===== config.mk =====
export PLATFORM = sky130hd
export DESIGN_NAME = sorted_top_n_score_table_unit
export DESIGN_NICKNAME = d
export VERILOG_FILES = /design/src/hdl/stst_pkg.sv /design/src/hdl/stst_cell.sv /design/src/hdl/sorted_top_n_score_table_unit.sv
export SDC_FILE = /design/constraint.sdc
export NUM_CORES = 2
export LEC_CHECK = 0
export ABC_AREA = 1
export BUFFER_PORTS_ARGS = -buffer_cell sky130_fd_sc_hd__clkbuf_2
export CAP_MARGIN = 20
export CORE_UTILIZATION = 35
export DETAILED_ROUTE_END_ITERATION = 8
export PLACE_DENSITY_LB_ADDON = 0.3
export SYNTH_ARGS = -nofsm -noshare
export SYNTH_HDL_FRONTEND = slang
export SYNTH_SLANG_ARGS = --single-unit
export TNS_END_PERCENT = 10

===== constraint.sdc =====
create_clock -name clk -period 8.54 [get_ports clk]
set_input_delay 1.281 -clock clk [delete_from_list [all_inputs] [get_ports clk]]
set_output_delay 1.281 -clock clk [all_outputs]
set_load 0.01 [all_outputs]

===== src/hdl/stst_pkg.sv =====
package stst_pkg;

	localparam int TableDepthDef = 16;
	localparam int NameBytesDef  = 8;

	localparam int FuncW   = 2;
	localparam int ScoreW  = 31;
	localparam int NameW   = 64;
	localparam int RankW   = 5;
	localparam int StatusW = 3;
	localparam int CountW  = 5;

	localparam int InW  = 104;
	localparam int OutW = 104;

	localparam logic [FuncW-1:0] FUNC_INSERT = 2'd0;
	localparam logic [FuncW-1:0] FUNC_DELETE = 2'd1;
	localparam logic [FuncW-1:0] FUNC_READ   = 2'd2;

	localparam logic [StatusW-1:0] ST_DONE    = 3'd0;
	localparam logic [StatusW-1:0] ST_LOW     = 3'd1;
	localparam logic [StatusW-1:0] ST_BADRANK = 3'd2;
	localparam logic [StatusW-1:0] ST_EMPTY   = 3'd3;
	localparam logic [StatusW-1:0] ST_CANCEL  = 3'd4;

	typedef struct packed {
		logic [ScoreW-1:0] score;
		logic [NameW-1:0]  name;
	} entry_t;

	typedef struct packed {
		logic ins;
		logic del;
	} cmd_t;

endpackage


===== src/hdl/stst_cell.sv =====
module stst_cell #(
	parameter int TABLE_DEPTH = stst_pkg::TableDepthDef,
	parameter int IDX         = 0
) (
	input  logic                                   clk,
	input  stst_pkg::cmd_t                         cmd,
	input  logic [$clog2(TABLE_DEPTH+1)-1:0]       count,
	input  logic [stst_pkg::RankW-1:0]             rank,
	input  stst_pkg::entry_t                       new_ent,
	input  stst_pkg::entry_t                       prev_ent,
	input  logic                                   prev_ge,
	input  stst_pkg::entry_t                       next_ent,
	output stst_pkg::entry_t                       ent,
	output logic                                   ge,
	output stst_pkg::entry_t                       rd_ent
);
	import stst_pkg::*;

	localparam int CW = $clog2(TABLE_DEPTH + 1);
	localparam int RW = ((CW > RankW) ? CW : RankW) + 1;

	entry_t         ent_q;
	logic           valid;
	logic           at_or_past;
	logic           hit;
	logic [RW-1:0]  my_idx;
	logic [RW-1:0]  my_pos;
	logic [RW-1:0]  cnt_w;
	logic [RW-1:0]  rank_w;

	assign my_idx = RW'(IDX);
	assign my_pos = RW'(IDX + 1);
	assign cnt_w  = RW'(count);
	assign rank_w = RW'(rank);

	assign valid      = my_idx < cnt_w;
	assign ge         = valid && (ent_q.score >= new_ent.score);
	assign at_or_past = my_pos >= rank_w;
	assign hit        = my_pos == rank_w;

	assign ent    = ent_q;
	assign rd_ent = hit ? ent_q : '0;

	always_ff @(posedge clk) begin
		if (cmd.ins) begin
			if (!ge) begin
				ent_q <= prev_ge ? new_ent : prev_ent;
			end
		end else if (cmd.del) begin
			if (at_or_past) begin
				ent_q <= next_ent;
			end
		end
	end

endmodule


===== src/hdl/sorted_top_n_score_table_unit.sv =====
// The result transaction is registered and is valid in the cycle after the input transaction is accepted.
// Throughput: one transaction per cycle while the result is taken (m_tready); insert, delete and read each finish in a
// single pass over the row of compare-and-shift cells.
// Reset: arst_n clears the entry count and the output valid; cell contents
// are not cleared and are only seen below the entry count.
module sorted_top_n_score_table_unit #(
	parameter int TABLE_DEPTH = stst_pkg::TableDepthDef,
	parameter int NAME_BYTES  = stst_pkg::NameBytesDef
) (
	input  logic                       clk,
	input  logic                       arst_n,
	input  logic                       s_tvalid,
	output logic                       s_tready,
	// func[1:0], new_score[32:2], new_name[96:33], rank[101:97], zero[103:102]
	input  logic [stst_pkg::InW-1:0]   s_tdata,
	output logic                       m_tvalid,
	input  logic                       m_tready,
	// status[2:0], entry_count[7:3], read_score[38:8], read_name[102:39], zero[103]
	output logic [stst_pkg::OutW-1:0]  m_tdata
);
	import stst_pkg::*;

	localparam int CW = $clog2(TABLE_DEPTH + 1);
	localparam int RW = ((CW > RankW) ? CW : RankW) + 1;

	logic [FuncW-1:0]   func;
	logic [ScoreW-1:0]  new_score;
	logic [NameW-1:0]   new_name;
	logic [RankW-1:0]   rank;

	logic [CW-1:0]      count_q;
	logic [CW-1:0]      count_nxt;
	logic               m_tvalid_q;
	logic [OutW-1:0]    m_tdata_q;

	logic               accept;
	logic               empty;
	logic               full;
	logic               rank_ok;
	logic [RW-1:0]      rank_w;
	logic [RW-1:0]      cnt_w;
	logic [StatusW-1:0] status;
	logic               is_read_ok;
	cmd_t               cmd;
	entry_t             new_ent;
	entry_t             rd_all;
	entry_t             rd_out;
	logic [NameW-1:0]   packed_name;

	entry_t             ents [TABLE_DEPTH];
	entry_t             rds  [TABLE_DEPTH];
	logic               ges  [TABLE_DEPTH];

	assign func      = s_tdata[1:0];
	assign new_score = s_tdata[32:2];
	assign new_name  = s_tdata[96:33];
	assign rank      = s_tdata[101:97];

	assign s_tready = !m_tvalid_q || m_tready;
	assign accept   = s_tvalid && s_tready;

	always_comb begin
		logic alive;
		alive       = 1'b1;
		packed_name = '0;
		for (int b = 0; b < 8; b++) begin
			if (b >= NAME_BYTES || new_name[8*b +: 8] == 8'd0) begin
				alive = 1'b0;
			end
			if (alive) begin
				packed_name[8*b +: 8] = new_name[8*b +: 8];
			end
		end
	end

	assign new_ent.score = new_score;
	assign new_ent.name  = packed_name;

	assign empty   = count_q == '0;
	assign full    = count_q == CW'(TABLE_DEPTH);
	assign rank_w  = RW'(rank);
	assign cnt_w   = RW'(count_q);
	assign rank_ok = (rank != '0) && (rank_w <= cnt_w);

	always_comb begin
		status     = ST_DONE;
		cmd        = '0;
		count_nxt  = count_q;
		is_read_ok = 1'b0;
		unique case (func) inside
			FUNC_INSERT: begin
				if (full && ges[TABLE_DEPTH-1]) begin
					status = ST_LOW;
				end else begin
					cmd.ins = accept;
					if (!full) begin
						count_nxt = count_q + 1'b1;
					end
				end
			end
			FUNC_DELETE, FUNC_READ: begin
				if (empty) begin
					status = ST_EMPTY;
				end else if (rank == '0) begin
					status = ST_CANCEL;
				end else if (!rank_ok) begin
					status = ST_BADRANK;
				end else if (func == FUNC_DELETE) begin
					cmd.del   = accept;
					count_nxt = count_q - 1'b1;
				end else begin
					is_read_ok = 1'b1;
				end
			end
			default: begin
				status = ST_BADRANK;
			end
		endcase
	end

	genvar gi;
	generate
		for (gi = 0; gi < TABLE_DEPTH; gi++) begin : g_cell
			entry_t prev_e;
			entry_t next_e;
			logic   prev_g;
			if (gi == 0) begin : g_first
				assign prev_e = new_ent;
				assign prev_g = 1'b1;
			end else begin : g_mid
				assign prev_e = ents[gi-1];
				assign prev_g = ges[gi-1];
			end
			if (gi == TABLE_DEPTH - 1) begin : g_last
				assign next_e = ents[gi];
			end else begin : g_inner
				assign next_e = ents[gi+1];
			end
			stst_cell #(
				.TABLE_DEPTH(TABLE_DEPTH),
				.IDX        (gi)
			) u_cell (
				.clk     (clk),
				.cmd     (cmd),
				.count   (count_q),
				.rank    (rank),
				.new_ent (new_ent),
				.prev_ent(prev_e),
				.prev_ge (prev_g),
				.next_ent(next_e),
				.ent     (ents[gi]),
				.ge      (ges[gi]),
				.rd_ent  (rds[gi])
			);
		end
	endgenerate

	always_comb begin
		rd_all = '0;
		for (int i = 0; i < TABLE_DEPTH; i++) begin
			rd_all = rd_all | rds[i];
		end
	end

	assign rd_out = is_read_ok ? rd_all : '0;

	always_ff @(posedge clk or negedge arst_n) begin
		if (!arst_n) begin
			count_q    <= '0;
			m_tvalid_q <= 1'b0;
		end else begin
			if (accept) begin
				count_q    <= count_nxt;
				m_tvalid_q <= 1'b1;
			end else if (m_tready) begin
				m_tvalid_q <= 1'b0;
			end
		end
	end

	always_ff @(posedge clk) begin
		if (accept) begin
			m_tdata_q <= {1'b0, rd_out.name, rd_out.score, CountW'(count_nxt), status};
		end
	end

	assign m_tvalid = m_tvalid_q;
	assign m_tdata  = m_tdata_q;

endmodule


== Word level (Yosys, flattened, before mapping) ==
Cells that the tools add are included.

* Add/sub/neg operators: 2
* $lt $le $gt $ge: 48
* Equality and inequality tests: 34
* Muxes and demuxes: 133
* Bitwise operators: 16
* Reductions and logical operators: 67

{| class="wikitable"
|+ Operators with widths
! kind !! count
|-
| $mux 95 || 91
|-
| $or 95x95->95 || 15
|-
| $ge 31x31->1 || 16
|-
| $logic_not 8->1 || 8
|-
| $mux 8 || 8
|-
| $reduce_and 3->1 || 15
|-
| $eq 4x5->1 const A || 8
|-
| $ge 4x5->1 const A || 8
|-
| $lt 4x5->1 const A || 8
|-
| $reduce_bool 2->1 || 17
|-
| $mux 5 || 6
|-
| $ne 2x2->1 const B || 15
|-
| $mux 1 || 23
|-
| $eq 3x5->1 const A || 4
|-
| $ge 3x5->1 const A || 4
|-
| $lt 3x5->1 const A || 4
|-
| $logic_and 1x1->1 || 19
|-
| $eq 2x5->1 const A || 2
|-
| $ge 2x5->1 const A || 2
|-
| $logic_not 5->1 || 2
|-
| $lt 1x5->1 const A || 2
|-
| $lt 2x5->1 const A || 2
|-
| $pmux 5 s2 || 1
|-
| $mux 3 || 2
|-
| 18 further kinds || 18
|}

* Flip-flop bits (word level): 1629
* Output and inout bits: 106
* Logic and storage cells: 336

== Longest topological paths before layout ==
* Depth in word-level cells: 17
* Mapped depth: 19

== Modules after synthesis ==
Synthesis repeated with hierarchy kept, for this count alone.

* Cell total of the unflattened synthesis: 15105
* Area, all modules: 112786.9 um2

{| class="wikitable"
|+ Modules (own cells, without submodules)
! module !! instances !! cells an instance !! area an instance (um2)
|-
| sorted_top_n_score_table_unit || 1 || 896 || 8294.2
|-
| stst_cell at g_cell[4].u_cell || 1 || 887 || 6615.1
|-
| stst_cell at g_cell[0].u_cell || 1 || 898 || 6611.3
|-
| stst_cell at g_cell[8].u_cell || 1 || 887 || 6581.3
|-
| stst_cell at g_cell[9].u_cell || 1 || 890 || 6581.3
|-
| stst_cell at g_cell[2].u_cell || 1 || 883 || 6578.8
|-
| stst_cell at g_cell[14].u_cell || 1 || 887 || 6557.5
|-
| stst_cell at g_cell[13].u_cell || 1 || 886 || 6545.0
|-
| stst_cell at g_cell[11].u_cell || 1 || 898 || 6533.8
|-
| stst_cell at g_cell[10].u_cell || 1 || 900 || 6528.8
|-
| stst_cell at g_cell[5].u_cell || 1 || 886 || 6520.0
|-
| stst_cell at g_cell[12].u_cell || 1 || 886 || 6516.2
|-
| stst_cell at g_cell[3].u_cell || 1 || 886 || 6500.0
|-
| stst_cell at g_cell[7].u_cell || 1 || 884 || 6475.0
|-
| +3 rows || -- || -- || --
|}

== Least setup slack after synthesis ==
Ideal clock, no wire load.

* Path type: input to register
* Start point: input s_tdata[8] (netlist bit)
* End point: register g_cell[10].u_cell.ent_q, in the netlist g_cell[10].u_cell.ent[0], enable pin
* Library setup time: 0.680 ns
* Arrival time: 10.288 ns
* Required time: 7.860 ns
* Slack: -2.428 ns
* Stages: 16
* Cell sequence: inv_1 > clkbuf_1 > ha_1 > nand2_1 > inv_1 > a21oi_1 > nand2_1 > nand2_1 > nand2_1 > nand2_1 > nand3_1 > nand2_2 > inv_2 > buf_4 > buf_2 > o21ai_0

* Word-level cells in the longest chain between the ends: 7
* Elaborated cells between the ends (all ways): 11

{| class="wikitable"
|+ Ends and longest elaborated chain
! what !! RTL line !! RTL
|-
| start, declared || sorted_top_n_score_table_unit.sv:15 || <nowiki>input logic [stst_pkg::InW-1:0] s_tdata,</nowiki>
|-
| $ge 31x31->1 || stst_cell.sv:37 || <nowiki>assign ge = valid && (ent_q.score >= new_ent.score);</nowiki>
|-
| $logic_and 1x1->1 || stst_cell.sv:37 ||
|-
| $logic_and 1x1->1 || sorted_top_n_score_table_unit.sv:92 || <nowiki>if (full && ges[TABLE_DEPTH-1]) begin</nowiki>
|-
| $mux 1 || sorted_top_n_score_table_unit.sv:92 ||
|-
| $mux 1 || sorted_top_n_score_table_unit.sv:90 || <nowiki>unique case (func) inside</nowiki>
|-
| $ne 2x2->1 (no line) or $reduce_bool 2->1 (tied branches) || -- ||
|-
| $reduce_and 3->1 (no line) * || -- ||
|-
| end signal, assigned || stst_cell.sv:47 || <nowiki>ent_q <= prev_ge ? new_ent : prev_ent;</nowiki>
|-
| end signal, assigned || stst_cell.sv:51 || <nowiki>ent_q <= next_ent;</nowiki>
|-
| end, declared || stst_cell.sv:22 || <nowiki>entry_t ent_q;</nowiki>
|}

Mark *: on every way between the ends. The rest lies on a longest branch, timed or not.
A chain may end at the register's enable or synchronous reset.

== Worst setup path in the final report ==
* Start point: input s_tdata[13] (netlist bit)
* End point: register g_cell[12].u_cell.ent_q, in the netlist g_cell[12].u_cell.ent[46], enable pin

* Word-level cells in the longest chain between the ends: 7
* Elaborated cells between the ends (all ways): 11

{| class="wikitable"
|+ Ends and longest elaborated chain
! what !! RTL line
|-
| $ge 31x31->1 || stst_cell.sv:37
|-
| $logic_and 1x1->1 || stst_cell.sv:37
|-
| $logic_and 1x1->1 || sorted_top_n_score_table_unit.sv:92
|-
| $mux 1 || sorted_top_n_score_table_unit.sv:92
|-
| $mux 1 || sorted_top_n_score_table_unit.sv:90
|-
| $ne 2x2->1 (no line) or $reduce_bool 2->1 (tied branches) || --
|-
| $reduce_and 3->1 (no line) * || --
|-
| end signal, assigned || stst_cell.sv:47
|-
| end signal, assigned || stst_cell.sv:51
|-
| end, declared || stst_cell.sv:22
|}

Marked as above.

==> impl_metrics.json <==
{
  "synth_edf_count": 1623,
  "worst_pin_slew_ns": 1.37,
  "synthesis.area_sq_mm": 0.109,
  "fmax_ghz": 0.163,
  "syn_inst": 14666,
  "clkTransAtPathRegs_ns": 0.06,
  "tns_ns": 0,
  "ys_top_cells_by_area": "edfxtp_1, nand2_1, nand3_1",
  "synth_warnings": 0,
  "cts_sinks": 1629,
  "num_vias": 107601,
  "design_area_sq_mm": 0.120,
  "p_leak_nw": 55.3,
  "path_cells": "clkbuf_2, clkinv_1, ha_1, nand2_1, nor2_1, nand4_1, nor3_1, nand2_1, nand3_2, nand2_4, nand2_8, nand2_1, o21ai_4, buf_4",
  "dpl.hpwl_um": 301000,
  "placed_area_sq_mm": 0.114,
  "start_kind": "input port",
  "cap_violations": 0,
  "ys_seq_area_frac": 0.449,
  "ys_seq_elements": 1629,
  "grt_pass1_wl_um": 703000,
  "synth-async-reset-ratio": 0.00368,
  "slowest_delay_ns": 1.04,
  "avgSynthCellArea_sq_um": 7.43,
  "layout_common_cells": "nand2_1, edfxtp_1, nand3_1",
  "dieHeight_um": 560,
  "overflow": 0,
  "dieWidth_um": 560,
  "syn_nets": 15281,
  "cts_setup_buffers": 0,
  "dr.first_iter.drc_count": 17892,
  "hold_class": "input port to async pin",
  "final_core_util": 0.388,
  "cp-end-kind": "register",
  "setup_violations": 0,
  "critPathKind": "input port to register",
  "synthDistinctLibCells": 54,
  "start_util": 0.352,
  "io_buffers": 210,
  "final_common_cell": "nand2_1",
  "grt_pass1_vias": 96077,
  "r2r-start": "g_cell[15].u_cell.ent[67]",
  "clock_latency_ns": 0.96,
  "vias_per_cell": 5.74,
  "wl_um": 502000,
  "clock_path_buffers": 4,
  "power_density_mw_per_mm2": 197,
  "required_ns": 9.07,
  "slew_viol_final": 0,
  "status": "completed",
  "netlist.top_cell.by_area": "edfxtp_1",
  "yosys.area.top_type_share": 0.447,
  "cp.arrival_ns": 6.65,
  "pre_cts_ws_ns": 1.69,
  "wl_per_cell_um": 26.8,
  "antenna_found_initial": 28,
  "grt_max_degree": 212,
  "ctsHoldBuffers": 0,
  "cts_root_buf": "clkbuf_16",
  "coreArea_sq_mm": 0.309,
  "setup.worst_path.start": "s_tdata[13]",
  "io_pins": 214,
  "ctsHtreeMaxLevel": 4,
  "layout-drive-gt1-share": 0.0597,
  "grt_use_total": 0.308,
  "hold_viol": 0,
  "firstDrtPassIters": 8,
  "critPathSlowestCell": "o21ai_4",
  "cts_resized": 0,
  "layout.nets": 15065,
  "slew_headroom": 0.0876,
  "areaGrowthSynthToFinish_pct": 10.1,
  "grt_setup_unrepaired": "no",
  "drc": 0,
  "critPathMostFrequentCell": "nand2_1",
  "cts_tree": "yes",
  "setup_ws_ns": 2.41,
  "synth_ff_type": "edfxtp_1",
  "hold_slack_ns": 0.202,
  "fin_skew_ns": 0.126,
  "post-route-min-period_ns": 6.13,
  "gp_congestion": 0.961,
  "die_area_sq_mm": 0.314,
  "worstPathMaxFanout": 94,
  "cts_buffers": 203,
  "finalCritPeriodShare": 0.717,
  "num_rows": 204,
  "detail-route-antenna-nets": 0,
  "vdd_ir_drop_max_v": 0.000180
}
area by class of cell:
type	count	area (sq um)
inverters	1368	5270
flip-flops and latches	1629	48900
clock inverters	111	993
well taps	4120	5150
repair buffers	467	3360
fillers	32007	189000
multi-input cells	10781	51000
clock buffers	245	5300
diodes	21	52.6
cells in the mapped netlist, drive strengths merged (2+ instances only):
cell / number
nand2: 6763
edfxtp: 1623
nand3: 1409
inv: 1363
o21ai: 638
buf: 549
ha: 507
nor2: 431
clkbuf: 339
a21oi: 256
o22ai: 204
a221oi: 120
nand4: 112
nor3: 71
o2111ai: 42
a211oi: 41
o211ai: 32
a21o: 26
a31oi: 21
nand3b: 19
nor4: 18
a41oi: 16
o21a: 16
nor2b: 8
dfrtp: 6
nor3b: 6
o221ai: 6
a22oi: 5
clkinv: 5
a22o: 4
xor2: 3
a21boi: 2
or2: 2
where the power goes:
part	internal (mW)	switching (mW)	leakage [nW]	total, mW
Clock	4.87	3.80	3.09	8.67
Sequential	9.21	0.238	15.0	9.45
Combinational	1.19	4.38	37.3	5.58
Total	15.3	8.41	55.3	23.7
layer usage:
metal	vias to the layer above	share of wire	global-route usage
met3	1429	0.15	0.0833
met4	8	0.058	0.156
met5	-	0.00010	0
met2	8074	0.41	0.446
met1	50345	0.38	0.420
li1	47745	-	-
cells by family after synthesis:
group                    count (synthesis)  share of synthesized area
AO/OA/AOI/OAI                         1431                     0.0780
XOR/XNOR                                 3                   0.000241
adder cells (fa/ha/maj)                507                     0.0582
buffers and inverters                 2256                     0.0873
flip-flops                            1629                      0.449
other                                    1                  0.0000344
AND/OR/NAND/NOR                       8839                      0.328
state kept, by name, summed over array words and instances (netlist names):
name,cells
g_cell.u_cell.ent,1520
m_tdata,103
count_q,5
m_tvalid,1
metrics by stage:
step | power [mW] | instances
2_1_floorplan | 12.6 | 14666
3_3_place_gp | 14.9 | 18360
3_5_place_dp | 14.9 | 18363
4_1_cts | 23.4 | 18719
5_1_grt | 24.2 | 18728
6_report | 23.7 | 18742
critical path: cells and delay by family:
family                   cells  cell delay (ns)
AO/OA/AOI/OAI                1             1.04
AND/OR/NAND/NOR              9             2.24
buffers and inverters        3             1.38
adder cells (fa/ha/maj)      1             0.62
final timing paths:
path,endpoint,slack [ns],depth (start not counted)
setup / recovery,g_cell[12].u_cell.ent[46],2.41,14
hold / removal,m_tvalid,0.20,1
setup reg to reg,g_cell[12].u_cell.ent[46],3.24,10
hold reg to reg,g_cell[14].u_cell.ent[60],0.48,2
max in group asynchronous,count_q[1],8.08,1
min in group clk,g_cell[14].u_cell.ent[60],0.48,2
Power figures use the tool's default switching activity.
